===== src/hdl/fprle_pkg.sv =====
// ----------------------------------------------------------------------------
// fprle_pkg
// Shared types, constants and helpers for the foreground palette run-length
// encoder.
// ----------------------------------------------------------------------------
package fprle_pkg;

   localparam int CHAN_W      = 8;
   localparam int CODE_W      = 12;
   localparam int LEN_W       = 20;
   localparam int LEVEL_W     = 3;
   localparam int CSR_ADDR_W  = 3;
   localparam int CSR_DATA_W  = 32;
   localparam int FIFO_DEPTH  = 4;
   localparam int FIFO_AW     = $clog2(FIFO_DEPTH);
   localparam int FIFO_CW     = $clog2(FIFO_DEPTH + 1);

   localparam logic [CODE_W-1:0] TRANSPARENT_CODE = 12'hfff;
   localparam logic [CHAN_W-1:0] CHANNEL_MAX      = 8'hff;
   localparam logic [CHAN_W-1:0] LEVEL_STEP       = 8'd51;
   localparam logic [CODE_W-1:0] LEVELS           = 12'd6;
   localparam logic [LEN_W-1:0]  LINE_WIDTH_RESET = 20'd2550;

   typedef enum logic {
      REG_LINE_WIDTH = 1'b0,
      REG_MASK_ONLY  = 1'b1
   } reg_index_type;

   typedef struct packed {
      logic [CODE_W-1:0] code;
      logic              bg_hit;
      logic              fg_hit;
      logic              sop;
   } pixel_type;

   typedef struct packed {
      logic [CODE_W-1:0] run_color;
      logic [LEN_W-1:0]  run_length;
      logic              end_of_row;
      logic              last_for_pixel;
      logic              background_seen;
      logic              foreground_seen;
   } rsp_word_type;

   typedef struct packed {
      logic [LEN_W-1:0] line_width;
      logic             mask_only;
   } cfg_type;

   // Channel value divided by 51, by a compare chain
   function automatic logic [LEVEL_W-1:0] level_of(input logic [CHAN_W-1:0] c);
      logic [LEVEL_W-1:0] q;
      q = '0;
      if (c >= LEVEL_STEP)                  q = 3'd1;
      if (c >= 8'(2 * LEVEL_STEP))          q = 3'd2;
      if (c >= 8'(3 * LEVEL_STEP))          q = 3'd3;
      if (c >= 8'(4 * LEVEL_STEP))          q = 3'd4;
      if (c >= 8'(5 * LEVEL_STEP))          q = 3'd5;
      return q;
   endfunction

endpackage


===== src/hdl/fprle_req_if.sv =====
// ----------------------------------------------------------------------------
// fprle_req_if
// Pixel word channel: full and muted render pixels plus page start.
// ----------------------------------------------------------------------------
interface fprle_req_if;
   import fprle_pkg::*;

   logic              valid;
   logic              ready;
   logic [CHAN_W-1:0] full_red;
   logic [CHAN_W-1:0] full_green;
   logic [CHAN_W-1:0] full_blue;
   logic [CHAN_W-1:0] muted_red;
   logic [CHAN_W-1:0] muted_green;
   logic [CHAN_W-1:0] muted_blue;
   logic              start_of_page;

   modport source (
      output valid, full_red, full_green, full_blue,
             muted_red, muted_green, muted_blue, start_of_page,
      input  ready
   );

   modport sink (
      input  valid, full_red, full_green, full_blue,
             muted_red, muted_green, muted_blue, start_of_page,
      output ready
   );
endinterface


===== src/hdl/fprle_rsp_if.sv =====
// ----------------------------------------------------------------------------
// fprle_rsp_if
// Run word channel: palette color, run length, row end and page flags.
// ----------------------------------------------------------------------------
interface fprle_rsp_if;
   import fprle_pkg::*;

   logic              valid;
   logic              ready;
   logic [CODE_W-1:0] run_color;
   logic [LEN_W-1:0]  run_length;
   logic              end_of_row;
   logic              last_for_pixel;
   logic              background_seen;
   logic              foreground_seen;

   modport source (
      output valid, run_color, run_length, end_of_row, last_for_pixel,
             background_seen, foreground_seen,
      input  ready
   );

   modport sink (
      input  valid, run_color, run_length, end_of_row, last_for_pixel,
             background_seen, foreground_seen,
      output ready
   );
endinterface


===== src/hdl/fprle_csr.sv =====
// ----------------------------------------------------------------------------
// fprle_csr
// APB-style register file: line width and mask-only mode.
// ----------------------------------------------------------------------------
module fprle_csr (
   input  logic                              clock,
   input  logic                              reset,
   input  logic                              csr_psel,
   input  logic                              csr_penable,
   input  logic                              csr_pwrite,
   input  logic [fprle_pkg::CSR_ADDR_W-1:0]  csr_paddr,
   input  logic [fprle_pkg::CSR_DATA_W-1:0]  csr_pwdata,
   output logic [fprle_pkg::CSR_DATA_W-1:0]  csr_prdata,
   output logic                              csr_pready,
   output fprle_pkg::cfg_type                cfg
);
   import fprle_pkg::*;

   logic [LEN_W-1:0] line_width_ff, line_width_in;
   logic             mask_only_ff, mask_only_in;
   logic             wr_en;
   reg_index_type    sel;

   assign csr_pready = 1'b1;
   assign wr_en      = csr_psel && csr_penable && csr_pwrite;
   assign sel        = reg_index_type'(csr_paddr[2]);

   always_comb begin
      line_width_in = line_width_ff;
      mask_only_in  = mask_only_ff;
      csr_prdata    = '0;
      unique case (sel)
         REG_LINE_WIDTH: begin
            csr_prdata = CSR_DATA_W'(line_width_ff);
            if (wr_en) line_width_in = csr_pwdata[LEN_W-1:0];
         end
         REG_MASK_ONLY: begin
            csr_prdata = CSR_DATA_W'(mask_only_ff);
            if (wr_en) mask_only_in = csr_pwdata[0];
         end
         default: csr_prdata = '0;
      endcase
   end

   always_ff @(posedge clock) begin
      if (reset) begin
         line_width_ff <= LINE_WIDTH_RESET;
         mask_only_ff  <= 1'b0;
      end else begin
         line_width_ff <= line_width_in;
         mask_only_ff  <= mask_only_in;
      end
   end

   assign cfg.line_width = line_width_ff;
   assign cfg.mask_only  = mask_only_ff;
endmodule


===== src/hdl/fprle_classify.sv =====
// ----------------------------------------------------------------------------
// fprle_classify
// Input register: quantize the full pixel to a palette code or mark it
// transparent, and capture the flag hits.
// ----------------------------------------------------------------------------
module fprle_classify (
   input  logic                 clock,
   input  logic                 reset,
   fprle_req_if.sink            req_ch,
   input  logic                 mask_only,
   input  logic                 take,
   output logic                 pix_valid,
   output fprle_pkg::pixel_type pix
);
   import fprle_pkg::*;

   logic               valid_ff, valid_in;
   pixel_type          pix_ff, pix_in;
   logic               differ;
   logic [LEVEL_W-1:0] lr, lg, lb;
   logic [CODE_W-1:0]  palette;

   assign req_ch.ready = !valid_ff || take;

   always_comb begin
      lr      = level_of(req_ch.full_red);
      lg      = level_of(req_ch.full_green);
      lb      = level_of(req_ch.full_blue);
      palette = CODE_W'(lb) + LEVELS * (CODE_W'(lg) + LEVELS * CODE_W'(lr));
      differ  = (req_ch.full_red   != req_ch.muted_red)   ||
                (req_ch.full_green != req_ch.muted_green) ||
                (req_ch.full_blue  != req_ch.muted_blue);

      pix_in.sop    = req_ch.start_of_page;
      pix_in.bg_hit = !mask_only &&
                      ((req_ch.muted_red & req_ch.muted_green & req_ch.muted_blue)
                       != CHANNEL_MAX);
      pix_in.fg_hit = !mask_only && differ &&
                      ((req_ch.full_red | req_ch.full_green | req_ch.full_blue) != '0);
      pix_in.code   = (!mask_only && differ) ? palette : TRANSPARENT_CODE;
   end

   always_comb begin
      valid_in = valid_ff;
      if (req_ch.valid && req_ch.ready) valid_in = 1'b1;
      else if (take)                    valid_in = 1'b0;
   end

   always_ff @(posedge clock) begin
      if (reset) begin
         valid_ff <= 1'b0;
      end else begin
         valid_ff <= valid_in;
      end
   end

   always_ff @(posedge clock) begin
      if (req_ch.valid && req_ch.ready) begin
         pix_ff <= pix_in;
      end
   end

   assign pix_valid = valid_ff;
   assign pix       = pix_ff;
endmodule


===== src/hdl/fprle_runner.sv =====
// ----------------------------------------------------------------------------
// fprle_runner
// Run state and row position; emits up to two run words per pixel into a
// small result queue that drives the output channel.
// ----------------------------------------------------------------------------
module fprle_runner (
   input  logic                 clock,
   input  logic                 reset,
   input  logic [fprle_pkg::LEN_W-1:0] line_width,
   input  logic                 pix_valid,
   input  fprle_pkg::pixel_type pix,
   output logic                 take,
   fprle_rsp_if.source          rsp_ch
);
   import fprle_pkg::*;

   logic [CODE_W-1:0]  code_ff, code_in;
   logic [LEN_W-1:0]   len_ff, len_in;
   logic [LEN_W-1:0]   col_ff, col_in;
   logic               bg_ff, bg_in;
   logic               fg_ff, fg_in;

   rsp_word_type       fifo [FIFO_DEPTH];
   logic [FIFO_AW-1:0] wr_ptr_ff, wr_ptr_in;
   logic [FIFO_AW-1:0] rd_ptr_ff, rd_ptr_in;
   logic [FIFO_CW-1:0] count_ff, count_in;

   logic [LEN_W-1:0]   width;
   logic [CODE_W-1:0]  base_code, mid_code;
   logic [LEN_W-1:0]   base_len, mid_len;
   logic [LEN_W-1:0]   base_col, col_next;
   logic               push_a, push_b, pop;
   logic               row_end;
   logic [FIFO_AW-1:0] idx_b;
   rsp_word_type       word_a, word_b, head;

   assign take  = pix_valid && (count_ff <= FIFO_CW'(FIFO_DEPTH - 2));
   assign width = (line_width == '0) ? LEN_W'(1) : line_width;

   always_comb begin
      base_code = pix.sop ? TRANSPARENT_CODE : code_ff;
      base_len  = pix.sop ? '0 : len_ff;
      base_col  = pix.sop ? '0 : col_ff;
      bg_in     = bg_ff;
      fg_in     = fg_ff;
      if (take) begin
         bg_in = (pix.sop ? 1'b0 : bg_ff) | pix.bg_hit;
         fg_in = (pix.sop ? 1'b0 : fg_ff) | pix.fg_hit;
      end

      push_a = 1'b0;
      if (pix.code == base_code) begin
         mid_code = base_code;
         mid_len  = base_len + LEN_W'(1);
      end else begin
         push_a   = (base_len != '0);
         mid_code = pix.code;
         mid_len  = LEN_W'(1);
      end

      col_next = base_col + LEN_W'(1);
      row_end  = (col_next >= width) || (col_next == '0);
      push_b   = row_end;

      word_a.run_color       = base_code;
      word_a.run_length      = base_len;
      word_a.end_of_row      = 1'b0;
      word_a.last_for_pixel  = !push_b;
      word_a.background_seen = bg_in;
      word_a.foreground_seen = fg_in;

      word_b.run_color       = mid_code;
      word_b.run_length      = mid_len;
      word_b.end_of_row      = 1'b1;
      word_b.last_for_pixel  = 1'b1;
      word_b.background_seen = bg_in;
      word_b.foreground_seen = fg_in;

      code_in = code_ff;
      len_in  = len_ff;
      col_in  = col_ff;
      if (take) begin
         if (row_end) begin
            code_in = TRANSPARENT_CODE;
            len_in  = '0;
            col_in  = '0;
         end else begin
            code_in = mid_code;
            len_in  = mid_len;
            col_in  = col_next;
         end
      end
   end

   // Queue pointers and fill count
   always_comb begin
      pop       = (count_ff != '0) && rsp_ch.ready;
      idx_b     = push_a ? wr_ptr_ff + FIFO_AW'(1) : wr_ptr_ff;
      wr_ptr_in = wr_ptr_ff;
      count_in  = count_ff;
      if (take) begin
         wr_ptr_in = wr_ptr_ff + FIFO_AW'(push_a) + FIFO_AW'(push_b);
         count_in  = count_ff + FIFO_CW'(push_a) + FIFO_CW'(push_b);
      end
      rd_ptr_in = rd_ptr_ff;
      if (pop) begin
         rd_ptr_in = rd_ptr_ff + FIFO_AW'(1);
         count_in  = count_in - FIFO_CW'(1);
      end
   end

   always_ff @(posedge clock) begin
      if (reset) begin
         code_ff   <= TRANSPARENT_CODE;
         len_ff    <= '0;
         col_ff    <= '0;
         bg_ff     <= 1'b0;
         fg_ff     <= 1'b0;
         wr_ptr_ff <= '0;
         rd_ptr_ff <= '0;
         count_ff  <= '0;
      end else begin
         code_ff   <= code_in;
         len_ff    <= len_in;
         col_ff    <= col_in;
         bg_ff     <= bg_in;
         fg_ff     <= fg_in;
         wr_ptr_ff <= wr_ptr_in;
         rd_ptr_ff <= rd_ptr_in;
         count_ff  <= count_in;
      end
   end

   always_ff @(posedge clock) begin
      if (take && push_a) begin
         fifo[wr_ptr_ff] <= word_a;
      end
      if (take && push_b) begin
         fifo[idx_b] <= word_b;
      end
   end

   assign head                   = fifo[rd_ptr_ff];
   assign rsp_ch.valid           = (count_ff != '0);
   assign rsp_ch.run_color       = head.run_color;
   assign rsp_ch.run_length      = head.run_length;
   assign rsp_ch.end_of_row      = head.end_of_row;
   assign rsp_ch.last_for_pixel  = head.last_for_pixel;
   assign rsp_ch.background_seen = head.background_seen;
   assign rsp_ch.foreground_seen = head.foreground_seen;

`ifndef SYNTHESIS
   a_count_bound: assert property (@(posedge clock) disable iff (reset)
      count_ff <= FIFO_CW'(FIFO_DEPTH))
      else $error("result queue overfilled");

   a_reset_empty: assert property (@(posedge clock)
      $past(reset) |-> (count_ff == '0) && !rsp_ch.valid)
      else $error("result queue not empty after reset");

   a_eor_last: assert property (@(posedge clock) disable iff (reset)
      rsp_ch.valid && rsp_ch.end_of_row |-> rsp_ch.last_for_pixel)
      else $error("row-end word not marked last for its pixel");

   a_take_room: assert property (@(posedge clock) disable iff (reset)
      take |=> count_ff <= FIFO_CW'(FIFO_DEPTH))
      else $error("pixel taken without room for two words");
`endif
endmodule


===== src/hdl/foreground_palette_run_length_encoder_core.sv =====
// ----------------------------------------------------------------------------
// A run word is offered once the pixel that closes it has passed the input
// register and then the result queue.
// Throughput: one pixel per cycle while the result queue has room for two words;
// a pixel that closes two runs queues two words for the single-word output port.
// Reset: synchronous, active high; clears run state, flags, queue and sets
// line width 2550, mask-only off.
// ----------------------------------------------------------------------------
// foreground_palette_run_length_encoder_core
// Top level: register file, pixel classifier and run encoder.
// ----------------------------------------------------------------------------
module foreground_palette_run_length_encoder_core (
   input  logic                              clock,
   input  logic                              reset,
   fprle_req_if.sink                         req_ch,
   fprle_rsp_if.source                       rsp_ch,
   input  logic                              csr_psel,
   input  logic                              csr_penable,
   input  logic                              csr_pwrite,
   input  logic [fprle_pkg::CSR_ADDR_W-1:0]  csr_paddr,
   input  logic [fprle_pkg::CSR_DATA_W-1:0]  csr_pwdata,
   output logic [fprle_pkg::CSR_DATA_W-1:0]  csr_prdata,
   output logic                              csr_pready
);
   import fprle_pkg::*;

   cfg_type   cfg;
   pixel_type pix;
   logic      pix_valid;
   logic      take;

   fprle_csr u_csr (
      .clock       (clock),
      .reset       (reset),
      .csr_psel    (csr_psel),
      .csr_penable (csr_penable),
      .csr_pwrite  (csr_pwrite),
      .csr_paddr   (csr_paddr),
      .csr_pwdata  (csr_pwdata),
      .csr_prdata  (csr_prdata),
      .csr_pready  (csr_pready),
      .cfg         (cfg)
   );

   fprle_classify u_classify (
      .clock     (clock),
      .reset     (reset),
      .req_ch    (req_ch),
      .mask_only (cfg.mask_only),
      .take      (take),
      .pix_valid (pix_valid),
      .pix       (pix)
   );

   fprle_runner u_runner (
      .clock      (clock),
      .reset      (reset),
      .line_width (cfg.line_width),
      .pix_valid  (pix_valid),
      .pix        (pix),
      .take       (take),
      .rsp_ch     (rsp_ch)
   );
endmodule


===== src/flat_wrapper.sv =====
// flat-port wrapper written by rule: the top's interface ports become plain ports
module foreground_palette_run_length_encoder_core_flat import fprle_pkg::*;
  (clock, reset, csr_psel, csr_penable, csr_pwrite, csr_paddr, csr_pwdata, csr_prdata, csr_pready, req_ch_valid, req_ch_full_red, req_ch_full_green, req_ch_full_blue, req_ch_muted_red, req_ch_muted_green, req_ch_muted_blue, req_ch_start_of_page, req_ch_ready, rsp_ch_valid, rsp_ch_run_color, rsp_ch_run_length, rsp_ch_end_of_row, rsp_ch_last_for_pixel, rsp_ch_background_seen, rsp_ch_foreground_seen, rsp_ch_ready);
  fprle_req_if req_ch_i ();
  fprle_rsp_if rsp_ch_i ();
  input  logic clock;
  input  logic reset;
  input  logic csr_psel;
  input  logic csr_penable;
  input  logic csr_pwrite;
  input  logic [fprle_pkg::CSR_ADDR_W-1:0] csr_paddr;
  input  logic [fprle_pkg::CSR_DATA_W-1:0] csr_pwdata;
  output logic [fprle_pkg::CSR_DATA_W-1:0] csr_prdata;
  output logic csr_pready;
  input wire logic [$bits(req_ch_i.valid)-1:0] req_ch_valid;
  input wire logic [$bits(req_ch_i.full_red)-1:0] req_ch_full_red;
  input wire logic [$bits(req_ch_i.full_green)-1:0] req_ch_full_green;
  input wire logic [$bits(req_ch_i.full_blue)-1:0] req_ch_full_blue;
  input wire logic [$bits(req_ch_i.muted_red)-1:0] req_ch_muted_red;
  input wire logic [$bits(req_ch_i.muted_green)-1:0] req_ch_muted_green;
  input wire logic [$bits(req_ch_i.muted_blue)-1:0] req_ch_muted_blue;
  input wire logic [$bits(req_ch_i.start_of_page)-1:0] req_ch_start_of_page;
  output wire logic [$bits(req_ch_i.ready)-1:0] req_ch_ready;
  output wire logic [$bits(rsp_ch_i.valid)-1:0] rsp_ch_valid;
  output wire logic [$bits(rsp_ch_i.run_color)-1:0] rsp_ch_run_color;
  output wire logic [$bits(rsp_ch_i.run_length)-1:0] rsp_ch_run_length;
  output wire logic [$bits(rsp_ch_i.end_of_row)-1:0] rsp_ch_end_of_row;
  output wire logic [$bits(rsp_ch_i.last_for_pixel)-1:0] rsp_ch_last_for_pixel;
  output wire logic [$bits(rsp_ch_i.background_seen)-1:0] rsp_ch_background_seen;
  output wire logic [$bits(rsp_ch_i.foreground_seen)-1:0] rsp_ch_foreground_seen;
  input wire logic [$bits(rsp_ch_i.ready)-1:0] rsp_ch_ready;
  assign req_ch_i.valid = req_ch_valid;
  assign req_ch_i.full_red = req_ch_full_red;
  assign req_ch_i.full_green = req_ch_full_green;
  assign req_ch_i.full_blue = req_ch_full_blue;
  assign req_ch_i.muted_red = req_ch_muted_red;
  assign req_ch_i.muted_green = req_ch_muted_green;
  assign req_ch_i.muted_blue = req_ch_muted_blue;
  assign req_ch_i.start_of_page = req_ch_start_of_page;
  assign req_ch_ready = req_ch_i.ready;
  assign rsp_ch_valid = rsp_ch_i.valid;
  assign rsp_ch_run_color = rsp_ch_i.run_color;
  assign rsp_ch_run_length = rsp_ch_i.run_length;
  assign rsp_ch_end_of_row = rsp_ch_i.end_of_row;
  assign rsp_ch_last_for_pixel = rsp_ch_i.last_for_pixel;
  assign rsp_ch_background_seen = rsp_ch_i.background_seen;
  assign rsp_ch_foreground_seen = rsp_ch_i.foreground_seen;
  assign rsp_ch_i.ready = rsp_ch_ready;
  foreground_palette_run_length_encoder_core u_core (.clock(clock), .reset(reset), .req_ch(req_ch_i), .rsp_ch(rsp_ch_i), .csr_psel(csr_psel), .csr_penable(csr_penable), .csr_pwrite(csr_pwrite), .csr_paddr(csr_paddr), .csr_pwdata(csr_pwdata), .csr_prdata(csr_prdata), .csr_pready(csr_pready));
endmodule

===== config.mk =====
export PLATFORM = sky130hd
export DESIGN_NAME = foreground_palette_run_length_encoder_core_flat
export DESIGN_NICKNAME = d
export VERILOG_FILES = /design/src/hdl/fprle_pkg.sv /design/src/hdl/fprle_req_if.sv /design/src/hdl/fprle_rsp_if.sv /design/src/hdl/fprle_csr.sv /design/src/hdl/fprle_classify.sv /design/src/hdl/fprle_runner.sv /design/src/hdl/foreground_palette_run_length_encoder_core.sv /design/src/flat_wrapper.sv
export SDC_FILE = /design/constraint.sdc
export NUM_CORES = 1
export LEC_CHECK = 0
export BUFFER_PORTS_ARGS = -buffer_cell sky130_fd_sc_hd__buf_2
export CAP_MARGIN = 20
export CORE_ASPECT_RATIO = 1.25
export CORE_MARGIN = 2
export CORE_UTILIZATION = 60
export DETAILED_ROUTE_END_ITERATION = 8
export PLACE_DENSITY = 0.86
export SETUP_SLACK_MARGIN = 0.1
export SLEW_MARGIN = 20
export SYNTH_ARGS = -nofsm -noshare
export SYNTH_HDL_FRONTEND = slang
export SYNTH_SLANG_ARGS = --single-unit

===== constraint.sdc =====
create_clock -name clock -period 13.9 [get_ports clock]
set_input_delay 0.695 -clock clock [delete_from_list [all_inputs] [get_ports clock]]
set_output_delay 0.695 -clock clock [all_outputs]
set_load 0.03 [all_outputs]

==> Yosys cells after proc, flatten, opt, wreduce, memory -nomap -nowiden <==
Memory sizes are Yosys's and may differ from the RTL's. A register that Yosys moved wholly into a read port is not among the register bits.
Cells that the tools add are included.
{ "totals": {"regBits": 98, "ram_bits": 144, "in_bits": 91, "output_inout_bits": 71, "wordCells": 124, "mem_count": 1} }
{ "classes": {"addsub": 11, "multipliers": 2, "order_cmp": 17, "n_eq_ne": 5, "muxes": 41, "n_bitwise": 7, "n_reduce_logical": 25} }
{ "memory_table": {"columns": ["memory", "words", "width", "read_ports", "rd_clocked_by_memory_dff", "write_ports", "line", "source"], "rows": [
  ["u_core.u_runner.fifo", 4, 36, 1, 1, 2, "fprle_runner.sv:23", "rsp_word_type fifo [FIFO_DEPTH];"]
]} }
{ "op_table": {"columns": ["operator", "n"], "rows": [
  ["20-bit two-way mux", 6],
  ["8-bit greater-or-equal comparator (second input constant)", 9],
  ["32-bit case mux with 2 select lines", 1],
  ["3-bit two-way mux", 14],
  ["20-bit by 1-bit adder with 20-bit output (second input constant)", 2],
  ["20-bit zero test", 2],
  ["12-bit two-way mux", 3],
  ["8-bit by 6-bit greater-or-equal comparator with 1-bit output (second input constant)", 3],
  ["8-bit by 7-bit greater-or-equal comparator with 1-bit output (second input constant)", 3],
  ["8-bit inequality test", 3],
  ["20-bit greater-or-equal comparator", 1],
  ["20-bit nonzero test", 1],
  ["8-bit bitwise AND", 2],
  ["8-bit OR", 2],
  ["1-bit two-way mux", 14],
  ["12-bit == test", 1],
  ["3-bit by 10-bit adder with 11-bit output", 1],
  ["1-bit logical AND", 10],
  ["2-bit by 7-bit multiplier with 9-bit output (first input constant)", 1],
  ["8-bit inequality test (second input constant)", 1],
  ["8-bit nonzero test", 1],
  ["3-bit by 6-bit adder with 7-bit output", 1],
  ["3-bit by 1-bit adder with 3-bit output", 2],
  ["2-bit two-way mux", 3],
  ["12 further kinds", 21]
]} }

==> Logic depth before layout (Yosys ltp) <==
Gate-level depths: netlist of the first run.
{ "logic_depth": {"ltp_word": 10, "ltp_mapped": 30, "depth_no_buf": 23} }

==> Cells and area by module <==
From an unflattened synthesis of the first run, not the netlist that was laid out.
{ "hier_totals": {"cells_unflattened": 1495, "area_unflattened_um2": 14885.5} }
{ "modules_own_cells": {"columns": ["module", "instances", "cells_each", "area_each_um2", "seq_area_each_um2"], "rows": [
  ["fprle_runner", 1, 1156, 11853.9, 5505.3],
  ["fprle_classify", 1, 209, 1843.0, 470.5],
  ["fprle_csr", 1, 130, 1188.6, 420.4]
]} }

==> Least setup slack after synthesis of the first run <==
No wires, ideal clock.
{ "synth_timing": {"path_type": "reg2reg", "start": "reg u_core.u_classify.pix_ff, in the netlist u_core.u_classify.pix[0]", "end": "mem u_core.u_runner.fifo[1][0] in the netlist's numbering, enable pin", "setup_time_ps": 411, "arrival_time_ps": 5633, "t_required_ps": 13489, "path_slack_ps": 7856, "stages_incl_launch_ff": 23, "path_buffers": 7, "period_less_slack_ps": 6044, "path_cell_list": "edfxtp_1 > clkbuf_1 > clkbuf_1 > buf_1 > clkbuf_1 > clkbuf_1 > clkbuf_1 > nor2b_1 > ha_1 > nand2b_1 > or4_1 > or4_1 > a21oi_2 > ha_1 > nand2_1 > o21ai_0 > a211o_1 > a221o_1 > a221o_1 > o211a_1 > buf_4 > a21oi_1 > inv_1"} }
{ "synth_rtl": {"columns": ["element", "line", "source"], "rows": [
  ["start: declaration", "fprle_classify.sv:18", "pixel_type pix_ff, pix_in;"],
  ["start signal: assignment", "fprle_classify.sv:59", "pix_ff <= pix_in;"],
  ["end: declaration", "fprle_runner.sv:23", null]
]} }

==> flow_summary.toml, run 1 <==
[yosys]
synth_area_leaders = "edfxtp_1 (32%), dfxtp_1 (13%), mux4_2 (5.7%), nand2_1 (4.6%), o21ai_0 (3.9%)"
ys_types = 74
synth_edf_count = 151
synth_common_cells = "nand2_1 (176), edfxtp_1 (151), o21ai_0 (113), nor2_1 (102), dfxtp_1 (93)"
synth_top_area_frac = 0.316
ys_ff_latch = 244
synth_area_leader_cell = "edfxtp_1"
yosys_warnings = 0
ys_async_sr_fraction = 0
synthFlopType = "edfxtp_1"
syn_area_um2 = 14300
avgSynthCellArea_um2 = 9.68
yosysSeqAreaShare = 0.446
synth_most_common_cell = "nand2_1"
synth_cells = 1482

[timing]
fin_crit_ns = 6.28
fin_worst_skew_ns = 0.0198
tightest_slew_ns = 1.13
finalHoldViolations = 0
setup_tns_ns = 0
slew_viol_final = 0
max_freq_mhz = 159
setup_viol = 0
rsz0062_at_grt = "false"
period_share = 0.452
slew-limit-headroom = 0.245

[drt]
wl_per_cell_um = 19.0
vias = 12100
wirelength_um = 35400
drcViolationCount = 0
initialDrtViolationCount = 1254
ant_nets = 0
vias_per_cell = 6.49
drt_pre_antenna_iters = 7

[critical_path]
timing.reg2reg.setup_slack_ns = 7.62
reg2reg_from = "u_core.u_classify.pix[0]"
setup.worst_path.end_class = "flop"
path_max_fanout = 74
required_ns = 14.03
cp_data_arrival_time_ns = 6.41
startpoint_type = "flop"
crit_type = "flop to flop"
ff2ff_path_depth = 16
startpoint = "u_core.u_classify.pix[0]"

[global_route]
grt_util_all_layers = 0.277
grt_max_degree = 75
use_met1 = 0.345
met2_usage = 0.478
grt_pass1_wl_um = 56500
grt_pass1_vias = 11700
overflow = 0
met3_usage = 0.0395
antenna_found_initial = 0
busiest_layer = "met2"

[run]
maxCapViolCount = 0

[final_layout]
antenna_cells = 0
syn_to_final_growth_pct = 9.58
final_layout_size_suffix_gt1_frac = 0.160
num-fill-cells = 1819
postLayoutCoreUtil = 0.665
nets = 1691

[clock_network]
post_cts_buffers = 0
clkTransAtPathRegs_ns = 0.06
clock_latency_ns = 0.53
clock_sinks = 244
cts_resized = 0
holdBufCountCts = 0
htreeDepth = 1
cts_made_buffers = 24
root_buffer = "clkbuf_16"
cts_buffer_depth = 3
cts_tree = "yes"

[min_path]
worstHoldPathType = "input port to flop"
hold_start = "req_ch_start_of_page"
whs_path_depth = 1

[placed_design]
portBuffers = 134
dp_hpwl_um = 23500
gp_congestion = 0.946

[floorplanning]
fp.dieH_um = 177
core_area_um2 = 23600
ioPinCount = 162
initial_utilization = 0.607
die-area_um2 = 25200
rows = 63
die_w_um = 142

[pwr]
power_leakage_nw = 5.45
totalPowerFinal_mw = 1.90
powerDensity_nw_per_um2 = 121
irDropWorstVdd_mv = 0.109

[status]
status = "finished clean"
cell type report:
cell class              count  area [µm²]  area share
repair buffers            146         761      0.0484
flip-flops and latches    244        6400       0.407
clock inverters             9        51.3     0.00326
clock buffers              35         693      0.0441
inverters                  62         233      0.0148
multi-input cells        1075        7220       0.459
well taps                 292         365      0.0232
flip-flops by register name (all words and copies together) (netlist names), named ones only:
register                     count
u_core.u_runner.fifo           144
u_core.u_csr.line_width_ff      20
u_core.u_runner.col_ff          20
u_core.u_runner.len_ff          20
u_core.u_classify.pix           15
u_core.u_runner.code_ff         12
u_core.u_runner.count_ff         3
u_core.u_runner.rd_ptr_ff        2
u_core.u_runner.wr_ptr_ff        2
u_core.u_classify.pix_valid      1
u_core.u_csr.mask_only_ff        1
u_core.u_runner.bg_ff            1
u_core.u_runner.fg_ff            1
critical path: stages (launching register included):
cell and delay (ns):
edfxtp_1 0.36, buf_4 0.37, nor2b_1 0.35, ha_1 0.32, nand2b_1 0.12, or4_1 0.58
or4_1 0.55, a21oi_2 0.32, ha_1 0.22, nand2_1 0.05, o21ai_0 0.26, a211o_1 0.14
a221o_1 0.17, a221o_1 0.29, o211a_2 0.79, a21oi_1 0.25, inv_2 0.70
kinds of logic after synthesis:
logic type / after synthesis / share of synthesized area
other: 2 / 0.000523
flip-flops: 244 / 0.446
XOR/XNOR: 64 / 0.0391
AO/OA/AOI/OAI: 375 / 0.171
adder cells (fa/ha/maj): 47 / 0.0441
multiplexers: 51 / 0.0675
AND/OR/NAND/NOR: 523 / 0.177
buffers and inverters: 176 / 0.0545
final timing paths:
kind | endpoint
worst max register to register | u_core.u_runner.fifo[3][26]
worst min-delay path | u_core.u_classify.pix[0]
worst max-delay path | u_core.u_runner.fifo[3][26]
worst min register to register | u_core.u_csr.line_width_ff[0]
routing by layer:
metal | share of wire | vias up
met3 | 0.089 | 130
met1 | 0.38 | 5638
met4 | 0.042 | 0
met2 | 0.49 | 729
li1 | - | 5585
met5 | 0 | -
layout by cell type (no fill, tap or decap), drive strengths merged, types with 15 or more instances in the layout:
master    n
or3      35
ha       41
mux4     36
a21o     20
inv      61
xnor2    38
a22o     31
nor4     22
buf     146
nor3     20
or2      17
a21oi    72
o21ai   125
nand3    65
dfxtp    93
conb     15
clkbuf   35
nand2   178
edfxtp  151
o31ai    41
xor2     26
nor2    103
nand4    30
through the flow:
step | instances | hold WS, ns | instance area, µm² | setup WS, ns
2_1_floorplan | 1495 | 0.420 | 14400 | 7.86
3_3_place_gp | 1819 | 0.430 | 15000 | 7.59
3_5_place_dp | 1819 | 0.451 | 15000 | 7.42
4_1_cts | 1863 | 0.355 | 15700 | 7.41
5_1_grt | 1863 | 0.367 | 15700 | 7.27
6_report | 1863 | 0.366 | 15700 | 7.62
power by group:
| part | internal, mW | leakage (nW) | total (mW) | switching (mW) |
|---|---|---|---|---|
| Clock | 0.346 | 0.353 | 0.616 | 0.270 |
| Combinational | 0.171 | 3.05 | 0.448 | 0.278 |
| Sequential | 0.801 | 2.05 | 0.839 | 0.0381 |
| Total | 1.32 | 5.45 | 1.90 | 0.585 |
Note: power is estimated with default switching activity, not from simulation.
==> inputs of run 2 (changes only) <==
--- a/config.mk
+++ b/config.mk
@@ -5,6 +5,7 @@
 export SDC_FILE = /design/constraint.sdc
 export NUM_CORES = 1
 export LEC_CHECK = 0
+export ABC_AREA = 1
 export BUFFER_PORTS_ARGS = -buffer_cell sky130_fd_sc_hd__buf_2
 export CAP_MARGIN = 20
 export CORE_ASPECT_RATIO = 1.25
==> constraint.sdc (replaced) <==
create_clock -name clock -period 6.1 [get_ports clock]
set_input_delay 0.305 -clock clock [delete_from_list [all_inputs] [get_ports clock]]
set_output_delay 0.305 -clock clock [all_outputs]
set_load 0.03 [all_outputs]
==> run 2 against run 1 <==
  * Routed wire length grew 28%
  * Clock power is 140% higher
  * Die area increased by 11%
  * Global-route usage is 3.8 points higher
  * Fmax grew 25%
==> flow_summary.toml, run 2 <==
[drt]
vias = 15700
initialDrtViolationCount = 1703
wl_met3_um = 4820
wirelength_um = 45100
wl_met2_um = 22000
ant_nets = 0
drt_pre_antenna_iters = 9
maxUsedRoutingLayer = "met4"
wl_per_cell_um = 17.4
met1_length_um = 16100
vias_per_cell = 6.06
drcViolationCount = 0

[status]
status = "finished clean"

[yosys]
synth_edf_count = 151
yosys_warnings = 0
avgSynthCellArea_um2 = 7.34
synth_cells = 2179
synth_area_leaders = "edfxtp_1 (28%), nand2_1 (12%), dfxtp_1 (12%), nor2_1 (8.1%), nand4_1 (6.6%)"
synth_area_leader_cell = "edfxtp_1"
synth_common_cells = "nand2_1 (532), nor2_1 (346), nand4_1 (169), edfxtp_1 (151), inv_1 (141)"
synthFlopType = "edfxtp_1"
syn_area_um2 = 16000
synth_most_common_cell = "nand2_1"
ys_async_sr_fraction = 0
synth_top_area_frac = 0.283
ys_types = 48
yosysSeqAreaShare = 0.400
ys_ff_latch = 244

[final_layout]
antenna_cells = 0
nets = 2377
final_cell_mix = "nand2_1 (532), nor2_1 (346), nand4_1 (169)"
final_layout_size_suffix_gt1_frac = 0.114
multi_input_area_um2 = 8340
regMostFlops = "u_core.u_runner.fifo"
num-fill-cells = 2205
syn_to_final_growth_pct = 8.91
largest_register_ffs = 144
final_common_cell = "nand2_1"
regArea_um2 = 6400

[timing]
max_freq_mhz = 200
finalHoldViolations = 0
setup_tns_ns = 0
slew_viol_final = 0
tightest_slew_ns = 1.07
period_share = 0.820
fin_crit_ns = 5.00
holdWs_ns = 0.0264
slew-limit-headroom = 0.287
rsz0062_at_grt = "false"
fin_worst_skew_ns = 0.0104
setup_viol = 0

[pwr]
irDropWorstVdd_mv = 0.205
totalPowerFinal_mw = 4.62
powerDensity_nw_per_um2 = 265
power_leakage_nw = 7.41

[critical_path]
cp_data_arrival_time_ns = 5.39
path_max_fanout = 105
cpMostUsedCell = "nor2_1"
setup.worst_path.end_class = "flop"
critical_path_buf_inv_count = 2
cp_cell_sequence = "nor2_1 -> ha_1 -> nand4_1 -> nor2_4 -> nand3_1 -> nor2_1 -> nand2_1 -> nand2_1 -> inv_1 -> ha_1 -> nand3_1 -> nor2_1 -> nand2_1 -> nor2_1 -> a21oi_4 -> nand2_8 -> buf_4 -> fa_1 -> o21ai_0 -> a21oi_1"
critPathMaxStageDelay_ns = 0.83
startpoint_type = "flop"
crit_type = "flop to flop"
required_ns = 6.48
crit_family = "simple AND/OR/NAND/NOR gates"
worst_path_max_delay_cell = "buf_4"

[global_route]
antenna_found_initial = 0
grt_pass1_vias = 15000
grt_max_degree = 106
grt_pass1_wl_um = 72400
grt_util_all_layers = 0.315
overflow = 0

[clock_network]
cts_made_buffers = 24
cts_tree = "yes"
htreeDepth = 1
clkTransAtPathRegs_ns = 0.06
clock_latency_ns = 0.54
cts_resized = 0
post_cts_buffers = 0
clock_sinks = 244
cts_buffer_depth = 3
root_buffer = "clkbuf_16"

[floorplanning]
die-area_um2 = 28000
die_w_um = 150
rows = 66
fp.dieH_um = 187
initial_utilization = 0.613
core_area_um2 = 26100
ioPinCount = 162

[min_path]
worstHoldPathType = "input port to flop"

[placed_design]
dp_hpwl_um = 28200
portBuffers = 134
gp_congestion = 0.921

[run]
maxCapViolCount = 0
run 2: repair_timing:
item / in CTS / in global routing
hold endpoints to repair: 5 / 0
setup endpoints to repair: 0 / 0
hold buffers: 5 / 0
run 2: layer usage:
layer  vias to the layer above  GRT usage
met5                         -          0
met4                         0      0.144
met3                       185     0.0374
met2                       987      0.548
met1                      7094      0.386
li1                       7469          -
run 2: cells by family (layout without fill, tap and decap cells):
| group | Yosys count | count (layout) | synth area share |
|---|---|---|---|
| AOI/OAI and AO/OA | 292 | 292 | 0.0968 |
| xor gates and xnor gates | 49 | 49 | 0.0268 |
| adders and majority gates | 47 | 47 | 0.0396 |
| buffers and inverters | 292 | 357 | 0.0834 |
| DFF | 244 | 244 | 0.400 |
| muxes | 1 | 1 | 0.000626 |
| other | 2 | 15 | 0.000469 |
| and+or+nand+nor | 1252 | 1252 | 0.353 |
run 2: worst register-to-register path, delay by kind of cell, from the launching register on:
family          cells  cell delay, ns
simple gates       12            1.93
fa+ha+maj           3            1.14
buf+inv             2            0.90
flops               1            0.52
compound gates      3            0.37
run 2: layout make-up:
cell class / instances / area share
clock buffers: 31 / 0.0365
clock inverters: 13 / 0.00768
inverters: 145 / 0.0317
multi-input cells: 1656 / 0.479
flip-flops and latches: 244 / 0.367
well taps: 340 / 0.0244
repair buffers: 168 / 0.0539
run 2: report_power, final:
group | total (mW) | switching [mW] | internal, mW
Combinational | 1.23 | 0.893 | 0.340
Sequential | 1.92 | 0.0905 | 1.83
Clock | 1.47 | 0.646 | 0.828
Total | 4.62 | 1.63 | 2.99
run 2: final timing paths:
| path | startpoint | endpoint | slack, ns | depth (start not counted) |
|---|---|---|---|---|
| worst max-delay path | u_core.u_classify.pix[0] | u_core.u_runner.wr_ptr_ff[0] | 1.10 | 20 |
| worst min-delay path | csr_pwdata[8] | u_core.u_csr.line_width_ff[8] | 0.03 | 3 |
| worst min register to register | u_core.u_runner.fifo[2][3] | u_core.u_runner.fifo[2][3] | 0.45 | 2 |
| worst max register to register | u_core.u_classify.pix[0] | u_core.u_runner.wr_ptr_ff[0] | 1.10 | 20 |
run 2: through the flow:
stage | utilization | std cells | setup slack (ns) | cell area (µm²)
floorplan | - | 2192 | 1.40 | 16000
global placement | 0.636 | 2548 | 1.25 | 16600
detailed placement | 0.636 | 2548 | 1.11 | 16600
CTS | 0.668 | 2597 | 1.10 | 17400
global route | 0.668 | 2597 | 0.696 | 17400
finish | 0.668 | 2597 | 1.10 | 17400
